$ cat src/rtl/core/grd_pkg.sv
package grd_pkg;

  localparam int LOG_FRAC_BITS_DEF = 16;
  localparam int QUEUE_DEPTH = 2;

  localparam logic [30:0] LOG10_2_Q32 = 31'd1292913986;

  localparam logic [4:0] FRAME_LEN = 5'd16;

  localparam logic [2:0] STATUS_OK    = 3'd0;
  localparam logic [2:0] STATUS_ADDR  = 3'd1;
  localparam logic [2:0] STATUS_DIGIT = 3'd2;
  localparam logic [2:0] STATUS_RANGE = 3'd3;
  localparam logic [2:0] STATUS_SHORT = 3'd4;

  typedef struct packed {
    logic [2:0]  status;
    logic [13:0] mantissa;
    logic [6:0]  exp_digits;
  } grd_req_t;

endpackage

$ cat src/rtl/core/gauge_reply_decoder.sv
// Decodes gauge reply frames presented one byte per request, and takes one byte every
// cycle while the verdict queue has room. On the byte marked frame_end the frame's
// checks are queued and one result follows: frames shorter than sixteen bytes, address
// mismatches, non-digit bytes and out-of-range values leave the back end straight from its
// idle state once they reach the head of the queue and the output is free. A frame with a
// valid pressure occupies the back end while the logarithm unit makes one fraction bit per
// cycle through a squaring multiplier and then scales the result over three more stages.
// The queue holds two verdicts, so byte input stalls only when verdicts arrive faster than
// the back end retires them.
module gauge_reply_decoder #(
  parameter int LOG_FRAC_BITS = grd_pkg::LOG_FRAC_BITS_DEF
) (
  input  logic               clk,
  input  logic               rst,
  input  logic               device_address_we,
  input  logic [9:0]         device_address_wdata,
  input  logic               byte_valid,
  output logic               byte_stall,
  input  logic [7:0]         rx_byte,
  input  logic               frame_end,
  output logic               result_valid,
  input  logic               result_stall,
  output logic [2:0]         status,
  output logic signed [14:0] pressure_code
);
  import grd_pkg::*;

  grd_req_t req;
  grd_req_t head;
  logic     push;
  logic     pop;
  logic     q_full;
  logic     q_empty;

  grd_front u_front (
    .clk        (clk),
    .rst        (rst),
    .addr_we    (device_address_we),
    .addr_wdata (device_address_wdata),
    .byte_valid (byte_valid),
    .byte_stall (byte_stall),
    .rx_byte    (rx_byte),
    .frame_end  (frame_end),
    .push       (push),
    .req        (req),
    .q_full     (q_full)
  );

  grd_queue u_queue (
    .clk   (clk),
    .rst   (rst),
    .push  (push),
    .wdata (req),
    .full  (q_full),
    .pop   (pop),
    .rdata (head),
    .empty (q_empty)
  );

  grd_back #(
    .LOG_FRAC_BITS (LOG_FRAC_BITS)
  ) u_back (
    .clk           (clk),
    .rst           (rst),
    .head          (head),
    .q_empty       (q_empty),
    .pop           (pop),
    .result_valid  (result_valid),
    .result_stall  (result_stall),
    .status        (status),
    .pressure_code (pressure_code)
  );

endmodule

$ cat src/rtl/core/grd_front.sv
module grd_front (
  input  logic              clk,
  input  logic              rst,
  input  logic              addr_we,
  input  logic [9:0]        addr_wdata,
  input  logic              byte_valid,
  output logic              byte_stall,
  input  logic [7:0]        rx_byte,
  input  logic              frame_end,
  output logic              push,
  output grd_pkg::grd_req_t req,
  input  logic              q_full
);
  import grd_pkg::*;

  logic [3:0]  dig_hi;
  logic [3:0]  dig_mid;
  logic [3:0]  dig_lo;
  logic [4:0]  pos;
  logic        addr_ok;
  logic        digits_ok;
  logic [13:0] mantissa;
  logic [6:0]  exp_digits;

  logic [17:0] prod10;
  logic [15:0] prod100;
  logic [6:0]  q10;
  logic [3:0]  q100;
  logic [14:0] prod10b;
  logic [3:0]  q10_100;
  logic [6:0]  mid7;
  logic [9:0]  lo10;

  logic        accept;
  logic        is_digit;
  logic [3:0]  dval;
  logic [3:0]  dsel;
  logic [4:0]  pos_next;
  logic        addr_ok_next;
  logic        digits_ok_next;
  logic [13:0] mantissa_next;
  logic [6:0]  exp_digits_next;

  // Address digits come from multiplications by reciprocals of 10 and 100.
  assign prod10  = {8'b0, addr_wdata} * 18'd205;
  assign q10     = prod10[17:11];
  assign prod100 = {6'b0, addr_wdata} * 16'd41;
  assign q100    = prod100[15:12];
  assign prod10b = {8'b0, q10} * 15'd205;
  assign q10_100 = prod10b[14:11];
  assign mid7    = q10 - ({3'b0, q10_100} * 7'd10);
  assign lo10    = addr_wdata - ({3'b0, q10} * 10'd10);

  assign byte_stall = q_full;
  assign accept     = byte_valid && !byte_stall;
  assign push       = accept && frame_end;

  assign is_digit = (rx_byte >= 8'h30) && (rx_byte <= 8'h39);
  assign dval     = is_digit ? rx_byte[3:0] : 4'd0;

  always_comb begin
    if (pos == 5'd0) begin
      dsel = dig_hi;
    end else if (pos == 5'd1) begin
      dsel = dig_mid;
    end else begin
      dsel = dig_lo;
    end
  end

  always_comb begin
    addr_ok_next    = addr_ok;
    digits_ok_next  = digits_ok;
    mantissa_next   = mantissa;
    exp_digits_next = exp_digits;
    if (pos < 5'd3) begin
      if (rx_byte != {4'h3, dsel}) begin
        addr_ok_next = 1'b0;
      end
    end else if (pos >= 5'd10 && pos <= 5'd15) begin
      if (!is_digit) begin
        digits_ok_next = 1'b0;
      end
      if (pos <= 5'd13) begin
        mantissa_next = {mantissa[10:0], 3'b0} + {mantissa[12:0], 1'b0} + {10'b0, dval};
      end else begin
        exp_digits_next = {exp_digits[3:0], 3'b0} + {exp_digits[5:0], 1'b0} + {3'b0, dval};
      end
    end
    pos_next = (pos < FRAME_LEN) ? pos + 5'd1 : pos;
  end

  always_comb begin
    req.mantissa   = mantissa_next;
    req.exp_digits = exp_digits_next;
    if (pos_next < FRAME_LEN) begin
      req.status = STATUS_SHORT;
    end else if (!addr_ok_next) begin
      req.status = STATUS_ADDR;
    end else if (!digits_ok_next) begin
      req.status = STATUS_DIGIT;
    end else begin
      req.status = STATUS_OK;
    end
  end

  always_ff @(posedge clk) begin
    if (rst) begin
      dig_hi     <= 4'd0;
      dig_mid    <= 4'd0;
      dig_lo     <= 4'd2;
      pos        <= 5'd0;
      addr_ok    <= 1'b1;
      digits_ok  <= 1'b1;
      mantissa   <= 14'd0;
      exp_digits <= 7'd0;
    end else begin
      if (addr_we) begin
        dig_hi  <= q100;
        dig_mid <= mid7[3:0];
        dig_lo  <= lo10[3:0];
      end
      if (accept) begin
        if (frame_end) begin
          pos        <= 5'd0;
          addr_ok    <= 1'b1;
          digits_ok  <= 1'b1;
          mantissa   <= 14'd0;
          exp_digits <= 7'd0;
        end else begin
          pos        <= pos_next;
          addr_ok    <= addr_ok_next;
          digits_ok  <= digits_ok_next;
          mantissa   <= mantissa_next;
          exp_digits <= exp_digits_next;
        end
      end
    end
  end

endmodule

$ cat src/rtl/core/grd_queue.sv
module grd_queue (
  input  logic              clk,
  input  logic              rst,
  input  logic              push,
  input  grd_pkg::grd_req_t wdata,
  output logic              full,
  input  logic              pop,
  output grd_pkg::grd_req_t rdata,
  output logic              empty
);
  import grd_pkg::*;

  localparam int PW = (QUEUE_DEPTH > 1) ? $clog2(QUEUE_DEPTH) : 1;
  localparam int CW = $clog2(QUEUE_DEPTH + 1);
  localparam logic [PW-1:0] PTR_LAST = PW'(QUEUE_DEPTH - 1);
  localparam logic [CW-1:0] COUNT_FULL = CW'(QUEUE_DEPTH);

  grd_req_t      entries [QUEUE_DEPTH];
  logic [PW-1:0] wr_ptr;
  logic [PW-1:0] rd_ptr;
  logic [CW-1:0] count;

  assign full  = (count == COUNT_FULL);
  assign empty = (count == '0);
  assign rdata = entries[rd_ptr];

  always_ff @(posedge clk) begin
    if (push) begin
      entries[wr_ptr] <= wdata;
    end
  end

  always_ff @(posedge clk) begin
    if (rst) begin
      wr_ptr <= '0;
      rd_ptr <= '0;
      count  <= '0;
    end else begin
      if (push) begin
        wr_ptr <= (wr_ptr == PTR_LAST) ? '0 : wr_ptr + PW'(1);
      end
      if (pop) begin
        rd_ptr <= (rd_ptr == PTR_LAST) ? '0 : rd_ptr + PW'(1);
      end
      if (push && !pop) begin
        count <= count + CW'(1);
      end else if (pop && !push) begin
        count <= count - CW'(1);
      end
    end
  end

endmodule

$ cat src/rtl/core/grd_back.sv
module grd_back #(
  parameter int LOG_FRAC_BITS = grd_pkg::LOG_FRAC_BITS_DEF
) (
  input  logic              clk,
  input  logic              rst,
  input  grd_pkg::grd_req_t head,
  input  logic              q_empty,
  output logic              pop,
  output logic              result_valid,
  input  logic              result_stall,
  output logic [2:0]        status,
  output logic signed [14:0] pressure_code
);
  import grd_pkg::*;

  localparam int LW   = LOG_FRAC_BITS + 4;
  localparam int PW   = LW + 31;
  localparam int QW   = LOG_FRAC_BITS + 3;
  localparam int KW   = QW + 10;
  localparam int TW   = LOG_FRAC_BITS + 20;
  localparam int CNTW = $clog2(LOG_FRAC_BITS + 1);
  localparam logic [CNTW-1:0] ITER_LAST = CNTW'(LOG_FRAC_BITS - 1);
  localparam logic [TW-1:0] BIAS =
    {{(TW - LOG_FRAC_BITS){1'b0}}, {LOG_FRAC_BITS{1'b1}}};

  typedef enum logic [2:0] {
    S_IDLE,
    S_ITER,
    S_MUL,
    S_SCALE,
    S_ADD,
    S_OUT
  } state_t;

  state_t                   state;
  logic [CNTW-1:0]          cnt;
  logic [30:0]              x;
  logic [LOG_FRAC_BITS-1:0] frac;
  logic [3:0]               n_r;
  logic signed [17:0]       c_r;
  logic [PW-1:0]            prod;
  logic [KW-1:0]            p1000;
  logic signed [TW-1:0]     t_r;

  logic [13:0]          m;
  logic signed [7:0]    e_val;
  logic signed [17:0]   e_wide;
  logic signed [17:0]   c0;
  logic [1:0]           k;
  logic signed [7:0]    p;
  logic                 pow10;
  logic                 range_ok;
  logic                 needs_log;
  logic                 out_free;
  logic                 emit;
  logic [3:0]           n0;
  logic [30:0]          x0;
  logic [61:0]          sq;
  logic [31:0]          sq_top;
  logic [PW-1:0]        prod_c;
  logic [QW-1:0]        lq;
  logic signed [TW-1:0] c_sh;
  logic signed [TW-1:0] t_c;
  logic signed [TW-1:0] tb;
  logic signed [TW-1:0] code_full;

  assign m      = head.mantissa;
  assign e_val  = $signed({1'b0, head.exp_digits}) - 8'sd18;
  assign e_wide = 18'(e_val);
  assign c0     = e_wide * 18'sd1000 + 18'sd500;

  always_comb begin
    if (m >= 14'd1000) begin
      k = 2'd3;
    end else if (m >= 14'd100) begin
      k = 2'd2;
    end else if (m >= 14'd10) begin
      k = 2'd1;
    end else begin
      k = 2'd0;
    end
  end

  assign pow10 = (m == 14'd1) || (m == 14'd10) || (m == 14'd100) || (m == 14'd1000);
  assign p     = e_val + $signed({6'b0, k}) - 8'sd3;
  assign range_ok = (m != 14'd0) && (p <= 8'sd9) &&
                    ((p > -8'sd10) || ((p == -8'sd10) && !pow10));

  always_comb begin
    n0 = 4'd0;
    for (int i = 0; i < 14; i++) begin
      if (m[i]) begin
        n0 = 4'(i);
      end
    end
  end

  assign x0 = {17'b0, m} << (5'd30 - {1'b0, n0});

  assign out_free  = !result_valid || !result_stall;
  assign needs_log = (head.status == STATUS_OK) && range_ok;
  assign pop       = (state == S_IDLE) && !q_empty && (needs_log || out_free);
  assign emit      = ((state == S_IDLE) && pop && !needs_log) ||
                     ((state == S_OUT) && out_free);

  assign sq     = x * x;
  assign sq_top = sq[61:30];

  assign prod_c = PW'({n_r, frac}) * PW'(LOG10_2_Q32);
  assign lq     = prod[PW-1:32];

  assign c_sh      = TW'(c_r) <<< LOG_FRAC_BITS;
  assign t_c       = $signed({7'b0, p1000}) + c_sh;
  assign tb        = t_r + (t_r[TW-1] ? $signed(BIAS) : $signed({TW{1'b0}}));
  assign code_full = tb >>> LOG_FRAC_BITS;

  always_ff @(posedge clk) begin
    if (rst) begin
      state         <= S_IDLE;
      result_valid  <= 1'b0;
      cnt           <= '0;
      status        <= STATUS_OK;
      pressure_code <= '0;
    end else begin
      if (emit) begin
        result_valid <= 1'b1;
      end else if (result_valid && !result_stall) begin
        result_valid <= 1'b0;
      end
      unique case (state)
        S_IDLE: begin
          if (pop) begin
            if (needs_log) begin
              x     <= x0;
              n_r   <= n0;
              c_r   <= c0;
              cnt   <= '0;
              state <= S_ITER;
            end else begin
              status        <= (head.status != STATUS_OK) ? head.status : STATUS_RANGE;
              pressure_code <= '0;
            end
          end
        end
        S_ITER: begin
          frac <= {frac[LOG_FRAC_BITS-2:0], sq_top[31]};
          x    <= sq_top[31] ? sq_top[31:1] : sq_top[30:0];
          if (cnt == ITER_LAST) begin
            state <= S_MUL;
          end else begin
            cnt <= cnt + CNTW'(1);
          end
        end
        S_MUL: begin
          prod  <= prod_c;
          state <= S_SCALE;
        end
        S_SCALE: begin
          p1000 <= KW'(lq) * KW'(1000);
          state <= S_ADD;
        end
        S_ADD: begin
          t_r   <= t_c;
          state <= S_OUT;
        end
        S_OUT: begin
          if (out_free) begin
            status        <= STATUS_OK;
            pressure_code <= code_full[14:0];
            state         <= S_IDLE;
          end
        end
        default: begin
          state <= S_IDLE;
        end
      endcase
    end
  end

endmodule
$ cat config.mk
export PLATFORM = sky130hd
export DESIGN_NAME = gauge_reply_decoder
export DESIGN_NICKNAME = d
export VERILOG_FILES = /design/src/rtl/core/grd_pkg.sv /design/src/rtl/core/gauge_reply_decoder.sv /design/src/rtl/core/grd_front.sv /design/src/rtl/core/grd_queue.sv /design/src/rtl/core/grd_back.sv
export SDC_FILE = /design/constraint.sdc
export NUM_CORES = 2
export LEC_CHECK = 0
export ABC_AREA = 1
export BUFFER_PORTS_ARGS = -buffer_cell sky130_fd_sc_hd__buf_4
export CAP_MARGIN = 25
export CELL_PAD_IN_SITES_DETAIL_PLACEMENT = 0
export CELL_PAD_IN_SITES_GLOBAL_PLACEMENT = 1
export CORE_UTILIZATION = 35
export DETAILED_ROUTE_END_ITERATION = 7
export GPL_ROUTABILITY_DRIVEN = 0
export PLACE_DENSITY_LB_ADDON = 0.15
export SYNTH_ARGS = -nofsm -noshare
export SYNTH_HDL_FRONTEND = slang
export SYNTH_SLANG_ARGS = --single-unit
$ cat constraint.sdc
create_clock -name clk -period 7.45 [get_ports clk]
set_input_delay 0 -clock clk [delete_from_list [all_inputs] [get_ports clk]]
set_output_delay 0 -clock clk [all_outputs]
set_load 0.01 [all_outputs]
### Word level (Yosys, flattened, before mapping)

Memories as Yosys holds them, arrays and structs flattened. A register that Yosys moved wholly into a read port is not among the register bits.
Cells that the tools add are included.

* logic and storage cells: 208
* RAM bits: 48
* register bits after elaboration: 251
* memories: 1
* output and inout port bits: 20
* bits of input ports: 24

Memory list
* u_queue.entries: depth 2, width 24, rd ports 1, clocked after Yosys merged registers in 1, write ports 1, line grd_queue.sv:18 `grd_req_t entries [QUEUE_DEPTH];`

* add/subtract/negate cells: 19
* multiplexer cells: 71
* equality and inequality tests: 20
* multipliers: 9
* shift operators: 1
* bitwise gates (word level): 1
* order comparisons: 13
* reduce and logical (&&, ||, !) cells: 50

Operators by type and width (number)
* $mux W31: 3
* $mul A31 B31 Y62: 1
* $pmux W31 S2: 1
* $mux W14: 4
* $mul A20 B30 Y50 const B: 1
* $mux W15: 3
* $mux W3: 13
* $mux W4: 9
* $add A30 B34 Y35: 1
* $add A31 B17 Y31: 1
* $shl A14 B5 Y31: 1
* $pmux W15 S2: 1
* $mux W7: 4
* $mul A19 B7 Y26 const B: 1
* $mux W5: 5
* $reduce_and A4 Y1: 5
* $add A18 B10 Y18 const B: 1
* $mul A10 B8 Y18 const B: 1
* $pmux W3 S6: 1
* $mux W1: 17
* $logic_and A1 B1 Y1: 16
* $mul A10 B6 Y16 const B: 1
* $mux W16: 1
* $mul A7 B8 Y15 const B: 1
* 54 further kinds: 91

### Longest topological paths before layout

* word-level depth: 18
* depth in mapped cells: 46
* mapped depth without buffers: 46

### Hierarchy

Synthesis repeated with hierarchy kept, for this count alone.

* cells, all modules: 7009
* area total of the unflattened synthesis: 58574.9 sq um

Modules (own cells, without submodules)
* grd_back: cells each 5990, area each 49960.4 sq um, seq. area each 4744.6 sq um, instances 1
* grd_front: cells each 911, area each 6550.0 sq um, seq. area each 800.8 sq um, instances 1
* grd_queue: cells each 108, area each 2064.5 sq um, seq. area each 1541.5 sq um, instances 1

### Worst setup path after synthesis

OpenSTA, ideal clock, no wires.

* path kind: register to register
* start: reg u_back.x[25]
* end: reg u_back.x[4] (data pin)
* required time: 7.189 ns
* buffers on the path: 3
* slack: 0.035 ns
* setup time: 0.261 ns
* period minus slack after synthesis: 7.415 ns
* cell stages (with the launch flop): 30
* data arrival time: 7.154 ns
* path through: edfxtp_1 clkbuf_1 buf_1 nand2_1 fa_1 inv_1 fa_1 fa_1 inv_1 fa_1 inv_1 fa_1 fa_1 fa_1 inv_1 fa_1 inv_1 ha_1 a21oi_1 o21ai_0 a21oi_1 o21ai_0 a21oi_1 nand2_1 or2_2 nand2_1 clkbuf_1 nand2_1 nand3_1 o21ai_0

* word-level cells in the longest chain between the ends: 3

RTL lines
* start: declaration: line grd_back.sv:37 `logic [30:0] x;`
* start signal: assignment: line grd_back.sv:147 `x <= sq_top[31] ? sq_top[31:1] : sq_top[30:0];`
* $mul A31 B31 Y62: line grd_back.sv:106 `assign sq = x * x;`
* $mux W31: line grd_back.sv:147
* $pmux W31 S2: line grd_back.sv:130 `unique case (state)`

Every way passes these cells.
A chain may end at the register's enable or synchronous reset.

### Final worst setup path

* start: reg u_back.x[8]
* end: reg u_back.x[7] (data pin)

Same word-level chain as after synthesis.

==> impl_metrics.csv <==
group,metric,value,unit
sta,tightestPinTransition,0.8692,ns
sta,slew_violations,0,
critical_path,worstPathRequired,7.75,ns
yosys,synth_edf_count,188,
yosys,yosysWarnings,0,
critical_path,crit_path_frequent_cell,"fa_1",
yosys,ys_seq_area_share,12.54,%
grt,grtUsageTotal,20.04,%
yosys,synth_cells,6619,
critical_path,start_kind,"flip-flop",
sta,setup_viol,2,
grt,grt-ovfl-total,0,
clocking,clock_latency,0.57,ns
sta,min_period,7.457,ns
power,power,19.97,mW
floorplan,io_pins,44,
yosys,ys_top_cells_by_area,"fa_1, ha_1, inv_1",
critical_path,crit_slowest_cell,"fa_1",
sta,grt_setup_unrepaired,"true",
cells_and_area,stdcell_count,9400,
yosys,ys_top_cells_by_count,"inv_1, nand2_1, fa_1, ha_1, nor2_1",
yosys,synth_ff_type,"edfxtp_1",
critical_path,cp_top_family,"adder cells",
cells_and_area,num_antenna_cells,0,
job,drv_cap,0,
cells_and_area,final_net_count,8995,
clocking,clkTransAtPathRegs,0.06,ns
sta,hold_viol_final,0,
cells_and_area,synthToLayoutAreaGrowth,20.42,%
placed_design,dp_hpwl,135700,um
status,violations,"negative setup slack",
clocking,cts_buffer_depth,3,
drt,vias,42859,
placed_design,place_area,63620,um2
critical_path,path_buf_inv,12,
drt,drc,0,
sta,max-slew-margin-rel,41.92,%
cells_and_area,multiInputGateArea,43690,um2
critical_path,crit_fanout,4,
clocking,cts_tree,"done",
drt,dr.pass1.iters,5,
cells_and_area,design_area,68030,um2
floorplan,start_util,35.22,%
cells_and_area,post-route-util,42.42,%
drt,wl_per_cell,17.09,um
drt,via_per_inst,4.559,
floorplan,die_x,403.8,um
cells_and_area,seqCellArea,7087,um2
floorplan,die_y,403.8,um
critical_path,slowest_delay,0.56,ns
sta,fin_ws,-0.007156,ns
grt,grt_pass1_vias,46521,
cells_and_area,fillerInstances,16343,
sta,fin_crit_sh,100.1,%
clocking,cts_sinks,260,
power,cellLeakagePower,36.45,nW
critical_path,end_kind,"flip-flop",
yosys,ys_ff_latch,260,
grt,grt_max_degree,48,
critical_path,critPathArrivalTime,7.76,ns
yosys,yosysMostFrequentCell,"inv_1",
sta,fmax,134.1,MHz
placed_design,port_buffers,43,
yosys,synth_area_per_cell,8.535,um2
sta,fin_worst_skew,0.02105,ns
yosys,synth_top_area_share,35.36,%
clocking,numCtsBuffers,35,
yosys,synth_cell_types,61,
clocking,cts-root-buf,"clkbuf_16",
critical_path,path_class,"reg -> reg",
clocking,htreeDepth,2,
status,status,"finished, violations left",
placed_design,placedCellCount,9236,
drt,ant_nets,0,
grt,antenna_found_initial,2,
drt,routed_wl,160700,um
yosys,synth_area,56490,um2
drt,drtIter0Drc,1853,
yosys,synth_top_area_cell,"fa_1",
grt,grt_pass1_wl,256000,um
floorplan,die-area,163000,um2
power,power_density,293.5,nW/um2
floorplan,core_area,160400,um2
power,ir_drop,0.5542,mV
worst_hold_path,hp-class,"in -> reg",
yosys,synthArstFlopShare,0,%
cells_and_area,final_layout_size_suffix_gt1_share,16.86,%
floorplan,std_cell_rows,147,
layer usage:
metal  part of all wire, %  global-route usage [%]
met2                    52                   37.11
met1                    44                   26.00
met3                   2.2                   1.031
met5                     0                       0
met4                   2.1                   3.163
through the flow:
stage	setup slack, ns	setup TNS [ns]	hold slack (ns)
after global placement	-0.3359	-9.000	0.2984
after detailed placement	-0.3986	-10.34	0.3079
after floorplan	0.03460	0	0.1349
after CTS	-0.07151	-0.4194	0.01745
final	-0.007156	-0.01355	0.04599
after global routing	-0.2749	-5.510	0.08528
final timing paths:
check | start | to | slack (ns) | depth (start not counted)
setup / recovery | u_back.x[8]$_DFFE_PP_ | u_back.x[7]$_DFFE_PP_ | -0.007 | 32
hold / removal | device_address_wdata[3] | u_front.dig_lo[3]$_SDFFE_PP0P_ | 0.05 | 6
setup reg to reg | u_back.x[8]$_DFFE_PP_ | u_back.x[7]$_DFFE_PP_ | -0.007 | 32
hold reg to reg | u_back.p1000[8]$_DFFE_PP_ | u_back.t_r[8]$_DFFE_PP_ | 0.41 | 0
power breakdown:
part | switching (mW) | internal, mW
sequential | 0.0548 | 2.04
clock | 0.714 | 0.976
combinational | 9.32 | 6.86
total | 10.1 | 9.88
what timing repair did:
item,4_1_cts,5_1_grt
endpoints found under the setup margin,32,34
hold endpoints to repair,35,0
hold buffers,16,0
pin swaps,56,147
resized for setup,193,399
setup buffers,32,44
gates cloned,5,8
cell usage in the layout (no fill, tap or decap), drive strengths merged, types with 5 or more instances in the layout:
| cell type | count |
|---|---|
| nor3 | 39 |
| xor2 | 104 |
| or2 | 17 |
| a21boi | 8 |
| clkbuf | 49 |
| dfxtp | 72 |
| o21a | 11 |
| o21bai | 14 |
| o211ai | 16 |
| xnor2 | 58 |
| o21ai | 190 |
| a21o | 31 |
| nand3 | 198 |
| nor2b | 5 |
| a31oi | 22 |
| edfxtp | 188 |
| ha | 760 |
| nand2 | 1198 |
| nor4 | 12 |
| nor2 | 295 |
| a21oi | 266 |
| inv | 1886 |
| fa | 998 |
| a211oi | 9 |
| clkinv | 18 |
| dlygate4sd3 | 16 |
| buf | 673 |
| nand3b | 8 |
| nand4 | 45 |
registers in the layout, summed over array words and instances (netlist names), 4 cells and up, named ones only:
name / cells
u_back.prod: 19
u_back.x: 31
u_back.pressure_code: 15
u_back.p1000: 26
u_front.dig_lo: 4
u_front.dig_hi: 4
u_back.t_r: 29
u_front.pos: 5
u_front.dig_mid: 4
u_back.n_r: 4
u_back.frac: 16
u_front.exp_digits: 7
u_back.c_r: 15
u_front.mantissa: 14
u_queue.entries: 48
u_back.cnt: 5
cell type report:
type / count / area share (%)
repair buffers: 697 / 9.270
clock buffers: 41 / 1.367
clock inverters: 23 / 0.3145
well taps: 2160 / 3.973
multi-input cells: 4332 / 64.22
inverters: 1887 / 10.44
flip-flops and latches: 260 / 10.42
tightest hold or removal path, stage by stage:
cell     delay (ns)
buf_4          0.11
buf_4          0.14
xnor2_1        0.08
xor2_1         0.13
o21ai_0        0.08
inv_1          0.04
cell families (layout without fill, tap and decap cells):
| group | Yosys count | after routing | synth area share, % |
|---|---|---|---|
| buf+inv | 2028 | 2648 | 13.58 |
| xor+xnor | 162 | 162 | 2.525 |
| flops | 260 | 260 | 12.54 |
| other cells | 1 | 2 | 0.006638 |
| compound gates | 585 | 585 | 5.820 |
| fa+ha+maj | 1758 | 1758 | 52.20 |
| simple gates | 1823 | 1823 | 13.29 |
| mux | 2 | 2 | 0.03544 |
Power figures use the tool's default switching activity.
